--- config.mk ---
export PLATFORM = sky130hd
export DESIGN_NAME = dns_query_name_sniffer
export DESIGN_NICKNAME = d
export VERILOG_FILES = /design/src/dqns_pkg.sv /design/src/dns_query_name_sniffer.sv /design/src/dqns_parse.sv /design/src/dqns_queue.sv /design/src/dqns_name.sv
export SDC_FILE = /design/constraint.sdc
export NUM_CORES = 1
export LEC_CHECK = 0
export ABC_AREA = 1
export BUFFER_PORTS_ARGS = -buffer_cell sky130_fd_sc_hd__buf_2
export CELL_PAD_IN_SITES_DETAIL_PLACEMENT = 1
export CELL_PAD_IN_SITES_GLOBAL_PLACEMENT = 1
export CORE_MARGIN = 2
export CORE_UTILIZATION = 45
export CTS_BUF_LIST = sky130_fd_sc_hd__clkbuf_4
export DETAILED_ROUTE_END_ITERATION = 8
export PLACE_DENSITY = 0.79
export SLEW_MARGIN = 5
export SYNTH_ARGS = -nofsm -noshare
export SYNTH_HDL_FRONTEND = slang
export SYNTH_SLANG_ARGS = --single-unit
--- constraint.sdc ---
create_clock -name aclk -period 16.1 [get_ports aclk]
set_clock_uncertainty 0.05 [all_clocks]
set_input_delay 0.805 -clock aclk [delete_from_list [all_inputs] [get_ports aclk]]
set_output_delay 0.805 -clock aclk [all_outputs]
set_load 0.02 [all_outputs]
--- src/dqns_pkg.sv ---
// ----------------------------------------------------------------------------
// dqns_pkg
// shared types and constants for the dns query name sniffer
// ----------------------------------------------------------------------------
`default_nettype none

package dqns_pkg;

    localparam logic [15:0] ETHERTYPE_IPV4 = 16'h0800;
    localparam logic [7:0]  IP_PROTO_UDP   = 8'd17;
    localparam logic [15:0] DNS_PORT       = 16'd53;
    localparam logic [3:0]  IHL_MIN        = 4'd5;
    localparam logic [7:0]  DNS_FLAGS_MASK = 8'hFB;
    localparam logic [7:0]  DNS_FLAGS_WANT = 8'h01;
    localparam logic [15:0] QDCOUNT_ONE    = 16'd1;
    localparam logic [7:0]  CHAR_DOT       = 8'h2E;

    // private ranges as fixed prefixes
    localparam logic [7:0]  PRIV_A_PREFIX  = 8'h0A;
    localparam logic [11:0] PRIV_B_PREFIX  = 12'hAC1;
    localparam logic [15:0] PRIV_C_PREFIX  = 16'hC0A8;

    // queue entry kinds
    typedef enum logic [0:0] {
        KIND_START = 1'b0,
        KIND_BYTE  = 1'b1
    } entry_kind_t;

    typedef struct packed {
        entry_kind_t kind;
        logic        last;
        logic [7:0]  data;
        logic [31:0] src_addr;
        logic [31:0] dst_addr;
    } queue_entry_t;

endpackage

`default_nettype wire

--- src/dns_query_name_sniffer.sv ---
// ----------------------------------------------------------------------------
// dns_query_name_sniffer
// extracts the query name of plain dns queries from a byte-wide frame stream
// ----------------------------------------------------------------------------
// the byte that causes a result request is written to the queue, then popped into the output register
// throughput: one frame byte per cycle, set by the header parser which takes
//   a byte whenever the four-entry queue has room
// one result per byte at most, so the name decoder keeps pace with the input
// reset: aresetn low at a clock edge clears the parser, queue, name decoder state and output valid register
// ----------------------------------------------------------------------------
`default_nettype none

module dns_query_name_sniffer import dqns_pkg::*; #(
    parameter int MAX_NAME_CHARS = 512
) (
    input  wire logic         aclk,
    input  wire logic         aresetn,
    // frame byte stream
    input  wire logic         s_axis_tvalid,
    output logic              s_axis_tready,
    input  wire logic [7:0]   s_axis_tdata,   // [7:0] data_byte
    input  wire logic         s_axis_tlast,   // frame_end
    // name character stream
    output logic              m_axis_tvalid,
    input  wire logic         m_axis_tready,
    output logic [71:0]       m_axis_tdata,   // [7:0] name_char, [39:8] source_address,
                                              // [71:40] dest_address
    output logic              m_axis_tlast,   // name_done
    output logic [1:0]        m_axis_tuser    // [0] name_overflow, [1] name_truncated
);

    // parser to queue
    logic         push;
    queue_entry_t push_entry;
    logic         queue_full;

    // queue to name decoder
    logic         pop;
    queue_entry_t pop_entry;
    logic         queue_empty;

    logic [7:0]   name_char;
    logic         name_overflow, name_truncated;
    logic [31:0]  source_address, dest_address;

    // front: header fields and qualification, one byte a cycle while the queue has room
    dqns_parse u_parse (
        .aclk       (aclk),
        .aresetn    (aresetn),
        .in_valid   (s_axis_tvalid),
        .in_data    (s_axis_tdata),
        .in_last    (s_axis_tlast),
        .queue_full (queue_full),
        .in_ready   (s_axis_tready),
        .push       (push),
        .push_entry (push_entry)
    );

    // short queue so parser and decoder stall independently
    dqns_queue u_queue (
        .aclk       (aclk),
        .aresetn    (aresetn),
        .push       (push),
        .push_entry (push_entry),
        .pop        (pop),
        .pop_entry  (pop_entry),
        .empty      (queue_empty),
        .full       (queue_full)
    );

    // back: label walk and the output register
    dqns_name #(
        .MAX_NAME_CHARS (MAX_NAME_CHARS)
    ) u_name (
        .aclk          (aclk),
        .aresetn       (aresetn),
        .entry         (pop_entry),
        .entry_valid   (!queue_empty),
        .entry_pop     (pop),
        .out_valid     (m_axis_tvalid),
        .out_ready     (m_axis_tready),
        .out_char      (name_char),
        .out_done      (m_axis_tlast),
        .out_overflow  (name_overflow),
        .out_truncated (name_truncated),
        .out_src       (source_address),
        .out_dst       (dest_address)
    );

    assign m_axis_tdata = {dest_address, source_address, name_char};
    assign m_axis_tuser = {name_truncated, name_overflow};

endmodule

`default_nettype wire

--- src/dqns_parse.sv ---
// ----------------------------------------------------------------------------
// dqns_parse
// header parser: tracks ethernet, ipv4, udp and dns header fields and queues a start
// entry and every later byte (query name onward) of a qualifying frame
// ----------------------------------------------------------------------------
`default_nettype none

module dqns_parse import dqns_pkg::*; (
    input  wire logic         aclk,
    input  wire logic         aresetn,
    input  wire logic         in_valid,
    input  wire logic [7:0]   in_data,
    input  wire logic         in_last,
    input  wire logic         queue_full,
    output logic              in_ready,
    output logic              push,
    output queue_entry_t      push_entry
);

    typedef enum logic [2:0] {
        PH_ETH, PH_IP, PH_UDP, PH_DNS, PH_NAME, PH_SKIP
    } phase_t;

    phase_t      phase_reg, phase_next;
    logic [5:0]  pos_reg, pos_next;
    logic [3:0]  ihl_reg, ihl_next;
    logic [15:0] ether_reg, ether_next;
    logic [31:0] src_reg, src_next;
    logic [31:0] dst_reg, dst_next;
    logic [7:0]  proto_reg, proto_next;
    logic [15:0] port_reg, port_next;
    logic        flags_ok_reg, flags_ok_next;
    logic [15:0] qcount_reg, qcount_next;

    logic        accept;
    logic [3:0]  ihl_eff;
    logic        frame_ok;

    function automatic logic is_private(input logic [31:0] a);
        is_private = (a[31:24] == PRIV_A_PREFIX) || (a[31:20] == PRIV_B_PREFIX)
                  || (a[31:16] == PRIV_C_PREFIX);
    endfunction

    assign in_ready = !queue_full;
    assign accept   = in_valid && in_ready;
    assign ihl_eff  = (pos_reg == 6'd0) ? in_data[3:0] : ihl_reg;

    assign frame_ok = (ether_reg == ETHERTYPE_IPV4)
                   && !(is_private(src_reg) && is_private(dst_reg))
                   && (proto_reg == IP_PROTO_UDP) && (port_reg == DNS_PORT)
                   && flags_ok_reg && (qcount_reg == QDCOUNT_ONE);

    always_comb begin
        phase_next    = phase_reg;
        pos_next      = pos_reg;
        ihl_next      = ihl_reg;
        ether_next    = ether_reg;
        src_next      = src_reg;
        dst_next      = dst_reg;
        proto_next    = proto_reg;
        port_next     = port_reg;
        flags_ok_next = flags_ok_reg;
        qcount_next   = qcount_reg;
        push          = 1'b0;
        push_entry.kind     = KIND_BYTE;
        push_entry.last     = in_last;
        push_entry.data     = in_data;
        push_entry.src_addr = src_reg;
        push_entry.dst_addr = dst_reg;

        if (accept) begin
            case (phase_reg)
                PH_ETH: begin
                    if (pos_reg == 6'd12) ether_next[15:8] = in_data;
                    if (pos_reg == 6'd13) ether_next[7:0] = in_data;
                    if (pos_reg >= 6'd13) begin
                        phase_next = PH_IP;
                        pos_next   = 6'd0;
                    end else begin
                        pos_next = pos_reg + 6'd1;
                    end
                end
                PH_IP: begin
                    if (pos_reg == 6'd0) ihl_next = in_data[3:0];
                    if (pos_reg == 6'd0 && in_data[3:0] < IHL_MIN) begin
                        phase_next = PH_SKIP;
                    end else begin
                        if (pos_reg == 6'd9) proto_next = in_data;
                        if (pos_reg >= 6'd12 && pos_reg <= 6'd15)
                            src_next = {src_reg[23:0], in_data};
                        if (pos_reg >= 6'd16 && pos_reg <= 6'd19)
                            dst_next = {dst_reg[23:0], in_data};
                        if (({1'b0, pos_reg} + 7'd1) >= {1'b0, ihl_eff, 2'b00}) begin
                            phase_next = PH_UDP;
                            pos_next   = 6'd0;
                        end else begin
                            pos_next = pos_reg + 6'd1;
                        end
                    end
                end
                PH_UDP: begin
                    if (pos_reg == 6'd2) port_next[15:8] = in_data;
                    if (pos_reg == 6'd3) port_next[7:0] = in_data;
                    if (pos_reg >= 6'd7) begin
                        phase_next = PH_DNS;
                        pos_next   = 6'd0;
                    end else begin
                        pos_next = pos_reg + 6'd1;
                    end
                end
                PH_DNS: begin
                    if (pos_reg == 6'd2)
                        flags_ok_next = ((in_data & DNS_FLAGS_MASK) == DNS_FLAGS_WANT);
                    if (pos_reg == 6'd4) qcount_next[15:8] = in_data;
                    if (pos_reg == 6'd5) qcount_next[7:0] = in_data;
                    if (pos_reg >= 6'd11) begin
                        pos_next = 6'd0;
                        if (frame_ok) begin
                            phase_next      = PH_NAME;
                            push            = 1'b1;
                            push_entry.kind = KIND_START;
                        end else begin
                            phase_next = PH_SKIP;
                        end
                    end else begin
                        pos_next = pos_reg + 6'd1;
                    end
                end
                PH_NAME: begin
                    push = 1'b1;
                end
                default: begin
                end
            endcase

            // end of frame: everything back to reset values
            if (in_last) begin
                phase_next    = PH_ETH;
                pos_next      = 6'd0;
                ihl_next      = 4'd0;
                ether_next    = 16'd0;
                src_next      = 32'd0;
                dst_next      = 32'd0;
                proto_next    = 8'd0;
                port_next     = 16'd0;
                flags_ok_next = 1'b0;
                qcount_next   = 16'd0;
            end
        end
    end

    always_ff @(posedge aclk) begin
        if (!aresetn) begin
            phase_reg    <= PH_ETH;
            pos_reg      <= 6'd0;
            ihl_reg      <= 4'd0;
            ether_reg    <= 16'd0;
            src_reg      <= 32'd0;
            dst_reg      <= 32'd0;
            proto_reg    <= 8'd0;
            port_reg     <= 16'd0;
            flags_ok_reg <= 1'b0;
            qcount_reg   <= 16'd0;
        end else begin
            phase_reg    <= phase_next;
            pos_reg      <= pos_next;
            ihl_reg      <= ihl_next;
            ether_reg    <= ether_next;
            src_reg      <= src_next;
            dst_reg      <= dst_next;
            proto_reg    <= proto_next;
            port_reg     <= port_next;
            flags_ok_reg <= flags_ok_next;
            qcount_reg   <= qcount_next;
        end
    end

endmodule

`default_nettype wire

--- src/dqns_queue.sv ---
// ----------------------------------------------------------------------------
// dqns_queue
// four-entry queue between the header parser and the name decoder
// ----------------------------------------------------------------------------
`default_nettype none

module dqns_queue import dqns_pkg::*; (
    input  wire logic         aclk,
    input  wire logic         aresetn,
    input  wire logic         push,
    input  wire queue_entry_t push_entry,
    input  wire logic         pop,
    output queue_entry_t      pop_entry,
    output logic              empty,
    output logic              full
);

    localparam int DEPTH = 4;

    queue_entry_t mem [DEPTH];
    logic [1:0]   wr_ptr_reg, rd_ptr_reg;
    logic [2:0]   count_reg, count_next;
    logic         do_push, do_pop;

    assign empty     = (count_reg == 3'd0);
    assign full      = (count_reg == 3'(DEPTH));
    assign do_push   = push && !full;
    assign do_pop    = pop && !empty;
    assign pop_entry = mem[rd_ptr_reg];

    always_comb begin
        count_next = count_reg;
        if (do_push && !do_pop) count_next = count_reg + 3'd1;
        if (!do_push && do_pop) count_next = count_reg - 3'd1;
    end

    always_ff @(posedge aclk) begin
        if (do_push) mem[wr_ptr_reg] <= push_entry;
    end

    always_ff @(posedge aclk) begin
        if (!aresetn) begin
            wr_ptr_reg <= 2'd0;
            rd_ptr_reg <= 2'd0;
            count_reg  <= 3'd0;
        end else begin
            if (do_push) wr_ptr_reg <= wr_ptr_reg + 2'd1;
            if (do_pop) rd_ptr_reg <= rd_ptr_reg + 2'd1;
            count_reg <= count_next;
        end
    end

endmodule

`default_nettype wire

--- src/dqns_name.sv ---
// ----------------------------------------------------------------------------
// dqns_name
// name decoder: walks the length-prefixed labels and drives the result
// register with characters, dots and the closing request
// ----------------------------------------------------------------------------
`default_nettype none

module dqns_name import dqns_pkg::*; #(
    parameter int MAX_NAME_CHARS = 512
) (
    input  wire logic         aclk,
    input  wire logic         aresetn,
    input  wire queue_entry_t entry,
    input  wire logic         entry_valid,
    output logic              entry_pop,
    output logic              out_valid,
    input  wire logic         out_ready,
    output logic [7:0]        out_char,
    output logic              out_done,
    output logic              out_overflow,
    output logic              out_truncated,
    output logic [31:0]       out_src,
    output logic [31:0]       out_dst
);

    localparam int CW = $clog2(MAX_NAME_CHARS + 1);

    typedef enum logic [1:0] {
        NM_IDLE, NM_LEN, NM_CHARS
    } nm_state_t;

    nm_state_t   state_reg, state_next;
    logic [7:0]  label_reg, label_next;
    logic [CW-1:0] chars_reg, chars_next;

    logic        item;
    logic [7:0]  item_char;
    logic        item_done, item_ovf, item_trunc;

    assign entry_pop = entry_valid && (!out_valid || out_ready);

    always_comb begin
        state_next = state_reg;
        label_next = label_reg;
        chars_next = chars_reg;
        item       = 1'b0;
        item_char  = 8'd0;
        item_done  = 1'b0;
        item_ovf   = 1'b0;
        item_trunc = 1'b0;

        if (entry_pop) begin
            case (entry.kind)
                KIND_START: begin
                    chars_next = '0;
                    state_next = NM_LEN;
                    if (entry.last) begin
                        item       = 1'b1;
                        item_done  = 1'b1;
                        item_trunc = 1'b1;
                    end
                end
                KIND_BYTE: begin
                    if (state_reg == NM_LEN || state_reg == NM_CHARS) begin
                        if (chars_reg >= CW'(MAX_NAME_CHARS)) begin
                            item       = 1'b1;
                            item_done  = 1'b1;
                            item_ovf   = 1'b1;
                            state_next = NM_IDLE;
                        end else if (entry.last) begin
                            item       = 1'b1;
                            item_done  = 1'b1;
                            item_trunc = !(state_reg == NM_LEN && entry.data == 8'd0);
                            state_next = NM_IDLE;
                        end else if (state_reg == NM_LEN) begin
                            if (entry.data == 8'd0) begin
                                item       = 1'b1;
                                item_done  = 1'b1;
                                state_next = NM_IDLE;
                            end else begin
                                label_next = entry.data;
                                if (chars_reg != '0) begin
                                    item       = 1'b1;
                                    item_char  = CHAR_DOT;
                                    chars_next = chars_reg + CW'(1);
                                end
                                state_next = NM_CHARS;
                            end
                        end else begin
                            item       = 1'b1;
                            item_char  = entry.data;
                            chars_next = chars_reg + CW'(1);
                            label_next = label_reg - 8'd1;
                            if (label_reg == 8'd1) state_next = NM_LEN;
                        end
                    end
                end
                default: begin
                end
            endcase
            if (entry.last) state_next = NM_IDLE;
        end
    end

    always_ff @(posedge aclk) begin
        if (!aresetn) begin
            state_reg <= NM_IDLE;
            label_reg <= 8'd0;
            chars_reg <= '0;
            out_valid <= 1'b0;
        end else begin
            state_reg <= state_next;
            label_reg <= label_next;
            chars_reg <= chars_next;
            if (entry_pop && item) out_valid <= 1'b1;
            else if (out_ready) out_valid <= 1'b0;
        end
    end

    always_ff @(posedge aclk) begin
        if (entry_pop && item) begin
            out_char      <= item_char;
            out_done      <= item_done;
            out_overflow  <= item_ovf;
            out_truncated <= item_trunc;
            out_src       <= entry.src_addr;
            out_dst       <= entry.dst_addr;
        end
    end

endmodule

`default_nettype wire

==> impl_metrics.xml, run 1 <==
<?xml version="1.0" encoding="UTF-8"?>
<metrics>
  <group name="logic_synthesis">
    <metric name="synthMostInstantiatedCell" unit="">edfxtp_1</metric>
    <metric name="synth_compound_gate_area_share" unit="">0.130</metric>
    <metric name="synth_xor_xnor_area_share" unit="">0.00331</metric>
    <metric name="synth_top_family_by_area" unit="">compound AO/OA/AOI/OAI gates</metric>
    <metric name="synth.net_count" unit="">1971</metric>
    <metric name="postSynthCellCount" unit="">1939</metric>
    <metric name="biggest_area_contributors_in_the_synthesized_netlist" unit="">edfxtp_1, dfxtp_1, o21ai_0</metric>
    <metric name="syn-cell-area" unit="um2">21100</metric>
    <metric name="synth_commonest_cells" unit="">edfxtp_1, nor2_1, o21ai_0</metric>
    <metric name="post_synth_fa_ha_maj_area_fraction" unit="">0.0116</metric>
    <metric name="post_synth.cell_area_avg" unit="um2">10.9</metric>
    <metric name="post_synth_and_or_nand_nor_area_fraction" unit="">0.128</metric>
    <metric name="fraction_of_the_yosys_area_taken_by_sequential_cells" unit="">0.682</metric>
    <metric name="yosysWarnings" unit="">0</metric>
    <metric name="postSynth.asyncResetShare" unit="">0</metric>
    <metric name="primary_ff_master_synth" unit="">edfxtp_1</metric>
    <metric name="post_synth_mux_area_share" unit="">0</metric>
    <metric name="yosysTopAreaCellShare" unit="">0.527</metric>
    <metric name="synth_edf_count" unit="">371</metric>
    <metric name="cell_taking_the_most_area_after_synthesis" unit="">edfxtp_1</metric>
    <metric name="ys_ff_latch" unit="">535</metric>
    <metric name="synthDistinctLibCells" unit="">41</metric>
  </group>
  <group name="power_and_ir_drop">
    <metric name="p_per_area" unit="nW/um2">163</metric>
    <metric name="cellLeakagePower" unit="nW">8.71</metric>
    <metric name="irDropWorstVdd" unit="mV">0.0913</metric>
  </group>
  <group name="place">
    <metric name="dp_hpwl" unit="um">33700</metric>
    <metric name="routabilityCongestion" unit="">0.831</metric>
    <metric name="io_buffers" unit="">89</metric>
    <metric name="dp_cells" unit="">2549</metric>
  </group>
  <group name="detailed_routing">
    <metric name="detailedRoute.firstIterationViolations" unit="">1000</metric>
    <metric name="firstDrtPassIters" unit="">5</metric>
    <metric name="routed_wire_length_per_instance" unit="um">19.6</metric>
    <metric name="residual_drc_count" unit="">0</metric>
    <metric name="ant_nets" unit="">0</metric>
    <metric name="route.final.wire_length" unit="um">55200</metric>
    <metric name="route.vias.total" unit="">15375</metric>
    <metric name="detail_route.vias_per_cell" unit="">5.45</metric>
  </group>
  <group name="clock_network">
    <metric name="worstSkewPairLatency" unit="ps">980</metric>
    <metric name="cts-root-to-sink-buffers" unit="">3</metric>
    <metric name="cts_num_sinks" unit="">535</metric>
    <metric name="cts.htree.levels" unit="">4</metric>
    <metric name="numCtsBuffers" unit="">142</metric>
    <metric name="cts-resized-gates" unit="">0</metric>
    <metric name="root_buffer_master" unit="">clkbuf_4</metric>
    <metric name="number_of_buffers_inserted_by_hold_repair_at_cts" unit="">0</metric>
    <metric name="cts.clk_slew.worst_paths" unit="ps">60</metric>
    <metric name="tritoncts" unit="">built</metric>
    <metric name="post_cts_buffers" unit="">0</metric>
  </group>
  <group name="timing">
    <metric name="number_of_hold_slack_violations_in_the_final_timing_report" unit="">0</metric>
    <metric name="slew_headroom" unit="">0.215</metric>
    <metric name="period_utilisation_layout" unit="">0.271</metric>
    <metric name="layout_min_cycle_time" unit="ps">4370</metric>
    <metric name="worst_slew_pin_slew" unit="ps">1180</metric>
    <metric name="grt_setup_unrepaired" unit="">false</metric>
    <metric name="tns" unit="ps">0</metric>
    <metric name="fmax" unit="GHz">0.229</metric>
    <metric name="final_max_slew_violation_count" unit="">0</metric>
    <metric name="finalSetupViolCount" unit="">0</metric>
  </group>
  <group name="layout">
    <metric name="largest_register" unit="">u_queue.mem</metric>
    <metric name="final_cells" unit="">2820</metric>
    <metric name="largest_register_ff_count" unit="">296</metric>
    <metric name="synthToLayoutAreaGrowth" unit="%">13.8</metric>
    <metric name="final_layout_size_suffix_gt1_frac" unit="">0.172</metric>
    <metric name="layout.nets" unit="">2118</metric>
    <metric name="fillCellCount" unit="">5139</metric>
  </group>
  <group name="worst_setup_path">
    <metric name="end_kind" unit="">register</metric>
    <metric name="worst_path_largest_cell_delay" unit="ps">810</metric>
    <metric name="timing.critical_path.cells" unit="">inv_4, buf_4, nand2_1, nand3_1, nand2_1, nor2_1, nand2_1, nand2_1, nand2_1, clkinv_2, buf_4</metric>
    <metric name="crit_path_start_kind" unit="">register</metric>
    <metric name="timing.setup.critical_path_class" unit="">register to register</metric>
    <metric name="critPathArrivalTime" unit="ps">4900</metric>
    <metric name="crit_required" unit="ps">16630</metric>
    <metric name="path_common_cell" unit="">nand2_1</metric>
    <metric name="largest_fanout_of_any_net_on_the_critical_path" unit="">92</metric>
    <metric name="timing.critical_path.slowest_stage_cell" unit="">buf_4</metric>
  </group>
  <group name="floorplanning">
    <metric name="io-pin-count" unit="">90</metric>
    <metric name="num_rows" unit="">79</metric>
    <metric name="die_area" unit="um2">48700</metric>
    <metric name="floorplan.initialDensity" unit="">0.455</metric>
    <metric name="floorplan.core_area" unit="um2">46500</metric>
    <metric name="die_extent_in_x" unit="um">221</metric>
    <metric name="fp.dieH" unit="um">221</metric>
  </group>
  <group name="global_routing">
    <metric name="first_global_vias" unit="">16191</metric>
    <metric name="initial_antenna_violation_count" unit="">6</metric>
    <metric name="grt_start_max_net_pins" unit="">95</metric>
    <metric name="grt_usage" unit="">0.232</metric>
    <metric name="grt_overflow_total" unit="">0</metric>
    <metric name="grt_pass1_wl" unit="um">87100</metric>
  </group>
  <group name="status">
    <metric name="outcome" unit="">completed</metric>
  </group>
  <group name="min_path">
    <metric name="hp-class" unit="">input pin to register</metric>
  </group>
  <group name="job">
    <metric name="drv_cap" unit="">0</metric>
  </group>
</metrics>
critical path: cells and delay by family, from the launching register on:
family        cells  cell delay [ps]
flops             1              520
buf+inv           4             2170
simple gates      7             1140
power breakdown:
group          switching [mW]  internal [mW]
registers              0.0818           1.66
logic                   0.657          0.234
clock network           0.574          0.714
path summary, 6_finish.rpt:
path / start / endpoint / slack, ps / cells after the start
worst min register to register: u_parse.qcount_reg[9]$_SDFFE_PN0P_ / u_parse.qcount_reg[9]$_SDFFE_PN0P_ / 420 / 2
worst min-delay path: s_axis_tdata[6] / u_queue.mem[1][70]$_DFFE_PP_ / 90 / 1
worst max-delay path: register / u_name.out_src[2]$_DFFE_PP_ / 11730 / 11
worst max register to register: register / u_name.out_src[2]$_DFFE_PP_ / 11730 / 11
per-stage QoR:
step                      cell area [um2]  worst slack, ps  hold slack (ps)  total power, mW  utilization
after floorplan                     21100            11020              379             2.37            -
after global placement              22000            11850              391             2.61        0.474
after detailed placement            22000            11610              409             2.67        0.474
after CTS                           24000            11610             8.63             3.96        0.517
after global routing                24000            11310             22.9             4.15        0.518
final                               24100            11730             85.9             3.92        0.518
cell type report:
type / instances / area, um2 / area share
flip-flops and latches: 535 / 14400 / 0.600
inverters: 132 / 499 / 0.0208
repair buffers: 103 / 551 / 0.0229
diodes: 7 / 17.5 / 0.000728
multi-input cells: 1172 / 5800 / 0.241
clock buffers: 216 / 1620 / 0.0674
clock inverters: 48 / 369 / 0.0153
well taps: 607 / 759 / 0.0316
logic make-up after synthesis:
| logic type | Yosys count |
|---|---|
| buffers and inverters | 232 |
| flip-flops | 535 |
| adder cells (fa/ha/maj) | 19 |
| AND/OR/NAND/NOR | 636 |
| AO/OA/AOI/OAI | 509 |
| XOR/XNOR | 8 |
cell usage in the layout (no fill, tap or decap), types with 29 or more instances in the layout:
master	synthesis	layout
clkinv_1	1	29
nor3_1	33	33
inv_1	121	118
o21ai_0	222	222
clkbuf_4	0	216
nand3_1	103	103
a211oi_1	35	35
o22ai_1	64	64
edfxtp_1	371	371
buf_2	20	89
nor2_1	241	236
dfxtp_1	164	162
a21oi_1	174	174
nand2_1	220	220
metal layers:
| layer | track usage | share of wire | routed length (um) |
|---|---|---|---|
| met1 | 0.285 | 0.42 | 23200 |
| met2 | 0.389 | 0.50 | 27800 |
| met3 | 0.0583 | 0.050 | 2740 |
| met4 | 0.102 | 0.026 | 1450 |
| met5 | 0 | 0.00024 | 13 |
Power figures use the tool's default switching activity.
==> run 2, diff against run 1 <==
==> constraint.sdc (replaced) <==
create_clock -name aclk -period 4.4 [get_ports aclk]
set_clock_uncertainty 0.05 [all_clocks]
set_input_delay 0.22 -clock aclk [delete_from_list [all_inputs] [get_ports aclk]]
set_output_delay 0.22 -clock aclk [all_outputs]
set_load 0.02 [all_outputs]
==> run 2 against run 1 <==
  * Die area unchanged
  * Clock power grew to 3.6 times the previous value
  * Combinational power rose to 3.7 times the previous value
  * Clock-buffer cell count rose by 7
  * Critical endpoint is now u_name.out_src[15]$_DFFE_PP_
  * Largest cell class unchanged
==> impl_metrics.xml, run 2 (synthesis gave the netlist of run 1 again) <==
<?xml version="1.0" encoding="UTF-8"?>
<metrics>
  <group name="timing">
    <metric name="layout_min_cycle_time" unit="ps">3640</metric>
    <metric name="period_utilisation_layout" unit="">0.827</metric>
    <metric name="final_max_slew_violation_count" unit="">0</metric>
    <metric name="finalSetupViolCount" unit="">0</metric>
    <metric name="fmax" unit="GHz">0.275</metric>
    <metric name="worst_hold_slack" unit="ps">103</metric>
    <metric name="worst_slew_pin_slew" unit="ps">1140</metric>
    <metric name="number_of_hold_slack_violations_in_the_final_timing_report" unit="">0</metric>
    <metric name="slew_headroom" unit="">0.239</metric>
    <metric name="grt_setup_unrepaired" unit="">false</metric>
  </group>
  <group name="place">
    <metric name="dp_hpwl" unit="um">34100</metric>
    <metric name="io_buffers" unit="">89</metric>
    <metric name="postPlaceCellArea" unit="um2">22100</metric>
    <metric name="routabilityCongestion" unit="">0.831</metric>
  </group>
  <group name="clock_network">
    <metric name="cts_num_sinks" unit="">535</metric>
    <metric name="cts-resized-gates" unit="">0</metric>
    <metric name="root_buffer_master" unit="">clkbuf_4</metric>
    <metric name="tritoncts" unit="">built</metric>
    <metric name="cts.htree.levels" unit="">4</metric>
    <metric name="number_of_buffers_inserted_by_hold_repair_at_cts" unit="">18</metric>
    <metric name="worstSkewPairLatency" unit="ps">920</metric>
    <metric name="cts-root-to-sink-buffers" unit="">3</metric>
    <metric name="cts.clk_slew.worst_paths" unit="ps">60</metric>
    <metric name="numCtsBuffers" unit="">140</metric>
    <metric name="post_cts_buffers" unit="">0</metric>
  </group>
  <group name="global_routing">
    <metric name="grt_usage" unit="">0.236</metric>
    <metric name="grt_overflow_total" unit="">0</metric>
    <metric name="first_global_vias" unit="">16469</metric>
    <metric name="grt_start_max_net_pins" unit="">97</metric>
    <metric name="grt_pass1_wl" unit="um">88000</metric>
    <metric name="initial_antenna_violation_count" unit="">1</metric>
  </group>
  <group name="floorplanning">
    <metric name="floorplan.core_area" unit="um2">46500</metric>
    <metric name="io-pin-count" unit="">90</metric>
    <metric name="fp.dieH" unit="um">221</metric>
    <metric name="num_rows" unit="">79</metric>
    <metric name="floorplan.initialDensity" unit="">0.455</metric>
    <metric name="die_area" unit="um2">48700</metric>
    <metric name="die_extent_in_x" unit="um">221</metric>
  </group>
  <group name="detailed_routing">
    <metric name="ant_nets" unit="">0</metric>
    <metric name="route.final.wire_length" unit="um">56200</metric>
    <metric name="detailedRoute.firstIterationViolations" unit="">1167</metric>
    <metric name="detail_route.vias_per_cell" unit="">5.45</metric>
    <metric name="firstDrtPassIters" unit="">5</metric>
    <metric name="residual_drc_count" unit="">0</metric>
    <metric name="routed_wire_length_per_instance" unit="um">19.9</metric>
    <metric name="route.vias.total" unit="">15408</metric>
  </group>
  <group name="layout">
    <metric name="synthToLayoutAreaGrowth" unit="%">14.7</metric>
    <metric name="postLayoutCellArea" unit="um2">24300</metric>
    <metric name="most_frequent_cells_in_the_layout" unit="">edfxtp_1, nor2_1, clkbuf_4, o21ai_0, nand2_1</metric>
    <metric name="largest_register_ff_count" unit="">296</metric>
    <metric name="fillCellCount" unit="">5090</metric>
    <metric name="largest_register" unit="">u_queue.mem</metric>
    <metric name="layout.cells.most_common" unit="">edfxtp_1</metric>
    <metric name="final_layout_size_suffix_gt1_frac" unit="">0.173</metric>
    <metric name="layout.nets" unit="">2136</metric>
  </group>
  <group name="power_and_ir_drop">
    <metric name="power_frac_seq" unit="">0.446</metric>
    <metric name="share_comb_of_total_power" unit="">0.230</metric>
    <metric name="p_per_area" unit="nW/um2">591</metric>
    <metric name="irDropWorstVdd" unit="mV">0.415</metric>
    <metric name="finalPower" unit="mW">14.3</metric>
    <metric name="swShare" unit="">0.335</metric>
    <metric name="internal-power" unit="mW">9.54</metric>
    <metric name="power_frac_clock" unit="">0.324</metric>
    <metric name="cellLeakagePower" unit="nW">8.79</metric>
    <metric name="power_switching" unit="mW">4.80</metric>
  </group>
  <group name="worst_setup_path">
    <metric name="largest_fanout_of_any_net_on_the_critical_path" unit="">75</metric>
    <metric name="crit_required" unit="ps">4880</metric>
    <metric name="critPathArrivalTime" unit="ps">4120</metric>
    <metric name="crit_path_start_kind" unit="">register</metric>
    <metric name="reg2reg_setup_slack" unit="ps">760</metric>
    <metric name="timing.setup.critical_path_class" unit="">register to register</metric>
    <metric name="end_kind" unit="">register</metric>
  </group>
  <group name="min_path">
    <metric name="hp-class" unit="">input pin to register</metric>
  </group>
  <group name="status">
    <metric name="outcome" unit="">completed</metric>
  </group>
  <group name="job">
    <metric name="drv_cap" unit="">0</metric>
  </group>
</metrics>
## run 2: cell types whose count changed in the layout (fill, tap and decap cells not counted), sizes merged
cell         delta
dlygate4sd3    +18
clkinv         -14
clkbuf          +7
diode           -6
buf             +2
bufinv          -1
## run 2: worst max-delay path, stage by stage (launching register included)
cell      delay [ps]
dfxtp_4          710
inv_4            190
buf_4            360
nand2_1          150
nand3_1          100
nand2_1          170
nand2_1           90
nor2_2           150
nand2_1          100
nand2_1           80
nand2_1           60
nand2_1           60
nand2_1           80
clkinv_2          60
buf_4            690
## run 2: power by group through the flow
stage	Clock (mW)	Combinational [mW]	Sequential [mW]
after floorplan	0	1.92	6.74
after global placement	0	3.12	6.46
after detailed placement	0	3.29	6.50
after CTS	4.76	3.33	6.40
after global routing	5.03	3.66	6.46
final	4.65	3.30	6.39
## run 2: cell type report
class / count / area, um2 / area share
clock inverters: 33 / 274 / 0.0113
clock buffers: 223 / 1670 / 0.0690
well taps: 607 / 759 / 0.0313
inverters: 132 / 499 / 0.0206
flip-flops and latches: 535 / 14400 / 0.595
repair buffers: 123 / 808 / 0.0333
multi-input cells: 1172 / 5800 / 0.239
diodes: 1 / 2.50 / 0.000103
## run 2: through the flow
| step | TNS, ps | setup WS, ps | util | cells |
|---|---|---|---|---|
| after CTS | 0 | 746 | 0.522 | 2825 |
| after global routing | 0 | 431 | 0.522 | 2826 |
| after global placement | 0 | 953 | 0.476 | 2551 |
| final | 0 | 760 | 0.522 | 2826 |
| after floorplan | -200100 | -676 | - | 1939 |
| after detailed placement | 0 | 738 | 0.476 | 2551 |
## run 2: worst paths after layout
check / from / endpoint / depth (start not counted)
hold reg to reg: u_parse.qcount_reg[14]$_SDFFE_PN0P_ / u_parse.qcount_reg[14]$_SDFFE_PN0P_ / 2
setup reg to reg: register / u_name.out_src[15]$_DFFE_PP_ / 14
setup / recovery: register / u_name.out_src[15]$_DFFE_PP_ / 14
hold / removal: s_axis_tdata[3] / u_queue.mem[0][67]$_DFFE_PP_ / 2
## run 2: per-layer routing
metal,up-vias,GRT usage,wire [um]
li1,7285,-,-
met1,7605,0.285,23800
met2,403,0.401,28100
met3,115,0.0553,2680
met4,0,0.109,1660
met5,-,0,0
==> run 3, diff against run 2 <==
==> constraint.sdc (replaced) <==
create_clock -name aclk -period 3.45 [get_ports aclk]
set_clock_uncertainty 0.05 [all_clocks]
set_input_delay 0.1725 -clock aclk [delete_from_list [all_inputs] [get_ports aclk]]
set_output_delay 0.1725 -clock aclk [all_outputs]
set_load 0.02 [all_outputs]
==> run 3 against run 2 <==
  * Final area rose by 1.0%
  * Maximum frequency is 21% higher
  * Non-clock buffer count is 26 higher
  * Sequential share of layout area fell by 0.62 points
  * Sequential power grew 27%
  * Critical path depth increased by 2
  * Final cell count increased by 1.1%
  * Sequential cell count unchanged
  * Critical endpoint is now u_queue.count_reg[2]$_SDFFE_PN0P_
  * Highest routed layer unchanged
==> impl_metrics.xml, run 3 (synthesis gave the netlist of run 1 again) <==
<?xml version="1.0" encoding="UTF-8"?>
<metrics>
  <group name="status">
    <metric name="outcome" unit="">completed</metric>
  </group>
  <group name="clock_network">
    <metric name="root_buffer_master" unit="">clkbuf_4</metric>
    <metric name="worstSkewPairLatency" unit="ps">980</metric>
    <metric name="tritoncts" unit="">built</metric>
    <metric name="cts.htree.levels" unit="">4</metric>
    <metric name="cts-root-to-sink-buffers" unit="">3</metric>
    <metric name="numCtsBuffers" unit="">142</metric>
    <metric name="cts_num_sinks" unit="">535</metric>
    <metric name="cts.clk_slew.worst_paths" unit="ps">70</metric>
  </group>
  <group name="detailed_routing">
    <metric name="ant_nets" unit="">0</metric>
    <metric name="residual_drc_count" unit="">0</metric>
    <metric name="route.final.wire_length" unit="um">57700</metric>
    <metric name="detail_route.vias_per_cell" unit="">5.49</metric>
    <metric name="firstDrtPassIters" unit="">5</metric>
    <metric name="routed_wire_length_per_instance" unit="um">20.2</metric>
    <metric name="detailedRoute.firstIterationViolations" unit="">1112</metric>
    <metric name="route.vias.total" unit="">15696</metric>
  </group>
  <group name="timing">
    <metric name="period_utilisation_layout" unit="">0.872</metric>
    <metric name="final_max_slew_violation_count" unit="">0</metric>
    <metric name="slew_headroom" unit="">0.326</metric>
    <metric name="finalSetupViolCount" unit="">0</metric>
    <metric name="worst_slew_pin_slew" unit="ps">1010</metric>
    <metric name="fmax" unit="GHz">0.332</metric>
    <metric name="number_of_hold_slack_violations_in_the_final_timing_report" unit="">0</metric>
    <metric name="grt_setup_unrepaired" unit="">false</metric>
    <metric name="layout_min_cycle_time" unit="ps">3010</metric>
    <metric name="fin_ws" unit="ps">440</metric>
  </group>
  <group name="worst_setup_path">
    <metric name="critPathArrivalTime" unit="ps">3780</metric>
    <metric name="timing.critical_path.slowest_stage_cell" unit="">fa_1</metric>
    <metric name="critical_path.reg2reg.startpoint" unit="">u_parse.src_reg[31]$_SDFFE_PN0P_</metric>
    <metric name="timing.critical_path.cells" unit="">inv_1, nand2_1, nor3_1, nand3_1, nand3_1, nand2_1, nand3_1, nand2_1, clkinvlp_4, ha_1, inv_1, fa_1, a21oi_1, o21ai_0, o21ai_0, a21oi_1</metric>
    <metric name="crit_buf_inv" unit="">3</metric>
    <metric name="worst_path_largest_cell_delay" unit="ps">390</metric>
    <metric name="crit_start" unit="">u_parse.src_reg[31]$_SDFFE_PN0P_</metric>
    <metric name="end_kind" unit="">register</metric>
    <metric name="crit_required" unit="ps">4220</metric>
    <metric name="path_delay_family" unit="">simple AND/OR/NAND/NOR gates</metric>
    <metric name="largest_fanout_of_any_net_on_the_critical_path" unit="">7</metric>
    <metric name="crit_path_start_kind" unit="">register</metric>
    <metric name="timing.setup.critical_path_class" unit="">register to register</metric>
  </group>
  <group name="global_routing">
    <metric name="grt_start_max_net_pins" unit="">83</metric>
    <metric name="first_global_vias" unit="">16824</metric>
    <metric name="grt_usage" unit="">0.244</metric>
    <metric name="met2_use_gr" unit="">0.425</metric>
    <metric name="grt_pass1_wl" unit="um">91200</metric>
    <metric name="use_met3" unit="">0.0606</metric>
    <metric name="grt_overflow_total" unit="">0</metric>
    <metric name="grtUsageMet1" unit="">0.291</metric>
    <metric name="busiest_layer" unit="">met2</metric>
    <metric name="initial_antenna_violation_count" unit="">2</metric>
  </group>
  <group name="layout">
    <metric name="layout.nets" unit="">2164</metric>
    <metric name="most_frequent_cells_in_the_layout" unit="">edfxtp_1, nor2_1, clkbuf_4, o21ai_0, nand2_1</metric>
    <metric name="postLayoutCellArea" unit="um2">24500</metric>
    <metric name="layout.cells.most_common" unit="">edfxtp_1</metric>
    <metric name="largest_register_ff_count" unit="">296</metric>
    <metric name="final_layout_size_suffix_gt1_frac" unit="">0.183</metric>
    <metric name="largest_register" unit="">u_queue.mem</metric>
    <metric name="synthToLayoutAreaGrowth" unit="%">15.9</metric>
  </group>
  <group name="floorplanning">
    <metric name="floorplan.core_area" unit="um2">46500</metric>
    <metric name="die_area" unit="um2">48700</metric>
    <metric name="floorplan.initialDensity" unit="">0.455</metric>
    <metric name="die_extent_in_x" unit="um">221</metric>
    <metric name="io-pin-count" unit="">90</metric>
    <metric name="num_rows" unit="">79</metric>
    <metric name="fp.dieH" unit="um">221</metric>
  </group>
  <group name="place">
    <metric name="dp_worst_setup_slack" unit="ps">329</metric>
    <metric name="postPlaceCellArea" unit="um2">22300</metric>
    <metric name="dp_hpwl" unit="um">35900</metric>
    <metric name="routabilityCongestion" unit="">0.848</metric>
    <metric name="io_buffers" unit="">89</metric>
  </group>
  <group name="job">
    <metric name="drv_cap" unit="">0</metric>
  </group>
  <group name="power_and_ir_drop">
    <metric name="irDropWorstVdd" unit="mV">0.609</metric>
    <metric name="p_per_area" unit="nW/um2">754</metric>
    <metric name="cellLeakagePower" unit="nW">8.92</metric>
  </group>
  <group name="min_path">
    <metric name="hp-class" unit="">input pin to register</metric>
    <metric name="min_from" unit="">m_axis_tready</metric>
  </group>
</metrics>
## run 3: changes by cell type in the layout (fill, tap and decap cells not counted)
cell	previous run	this run
diode_2	1	2
clkinv_1	18	19
buf_12	5	7
bufinv_16	5	4
clkinv_4	0	3
clkinvlp_4	4	5
dlygate4sd3_1	18	22
buf_4	11	31
clkbuf_4	223	226
clkinv_2	4	3
o21ai_0	222	221
inv_1	118	117
o21ai_1	4	5
## run 3: worst paths after layout
kind | to | slack (ps) | cells past startpoint
setup / recovery | u_queue.count_reg[2]$_SDFFE_PN0P_ | 440 | 16
hold / removal | u_name.out_valid$_SDFFE_PN0P_ | 90 | 5
setup reg to reg | u_queue.count_reg[2]$_SDFFE_PN0P_ | 440 | 16
hold reg to reg | u_parse.qcount_reg[14]$_SDFFE_PN0P_ | 410 | 2
## run 3: metal layers
| layer | routed length, um | vias to the layer above |
|---|---|---|
| li1 | - | 7363 |
| met1 | 23800 | 7864 |
| met2 | 29700 | 379 |
| met3 | 2580 | 90 |
| met4 | 1500 | 0 |
| met5 | 0 | - |
## run 3: worst min-delay path: stages
cell,delay (ps)
dlygate4sd3_1,520
buf_2,100
nor2_1,90
inv_1,70
a21oi_1,70
## run 3: power by group
group	internal, mW	switching, mW
Combinational	1.21	3.25
Sequential	7.74	0.352
Clock	3.28	2.66
Total	12.2	6.26
## run 3: final cells by class
type | count | area [um2]
clock inverters | 35 | 269
multi-input cells | 1172 | 5800
clock buffers | 226 | 1700
inverters | 132 | 503
diodes | 2 | 5.00
fillers | 5117 | 22000
repair buffers | 149 | 1040
flip-flops and latches | 535 | 14400
well taps | 607 | 759
## run 3: timing repair
action                                 in CTS  in global routing
setup endpoints to repair                   0                  1
hold buffers                               22                  0
setup buffers                               0                  1
endpoints found under the hold margin     166                  0
gates resized for setup                     0                  2
## run 3: through the flow
step | power (mW) | hold slack (ps) | setup TNS [ps] | cells | utilization
floorplan | 11.0 | 221 | -121040 | 1939 | -
global placement | 12.4 | 391 | 0 | 2572 | 0.480
detailed placement | 12.7 | 399 | 0 | 2572 | 0.480
CTS | 18.7 | 6.42 | 0 | 2855 | 0.527
global route | 19.5 | 36.5 | 0 | 2858 | 0.527
finish | 18.5 | 90.3 | 0 | 2858 | 0.527
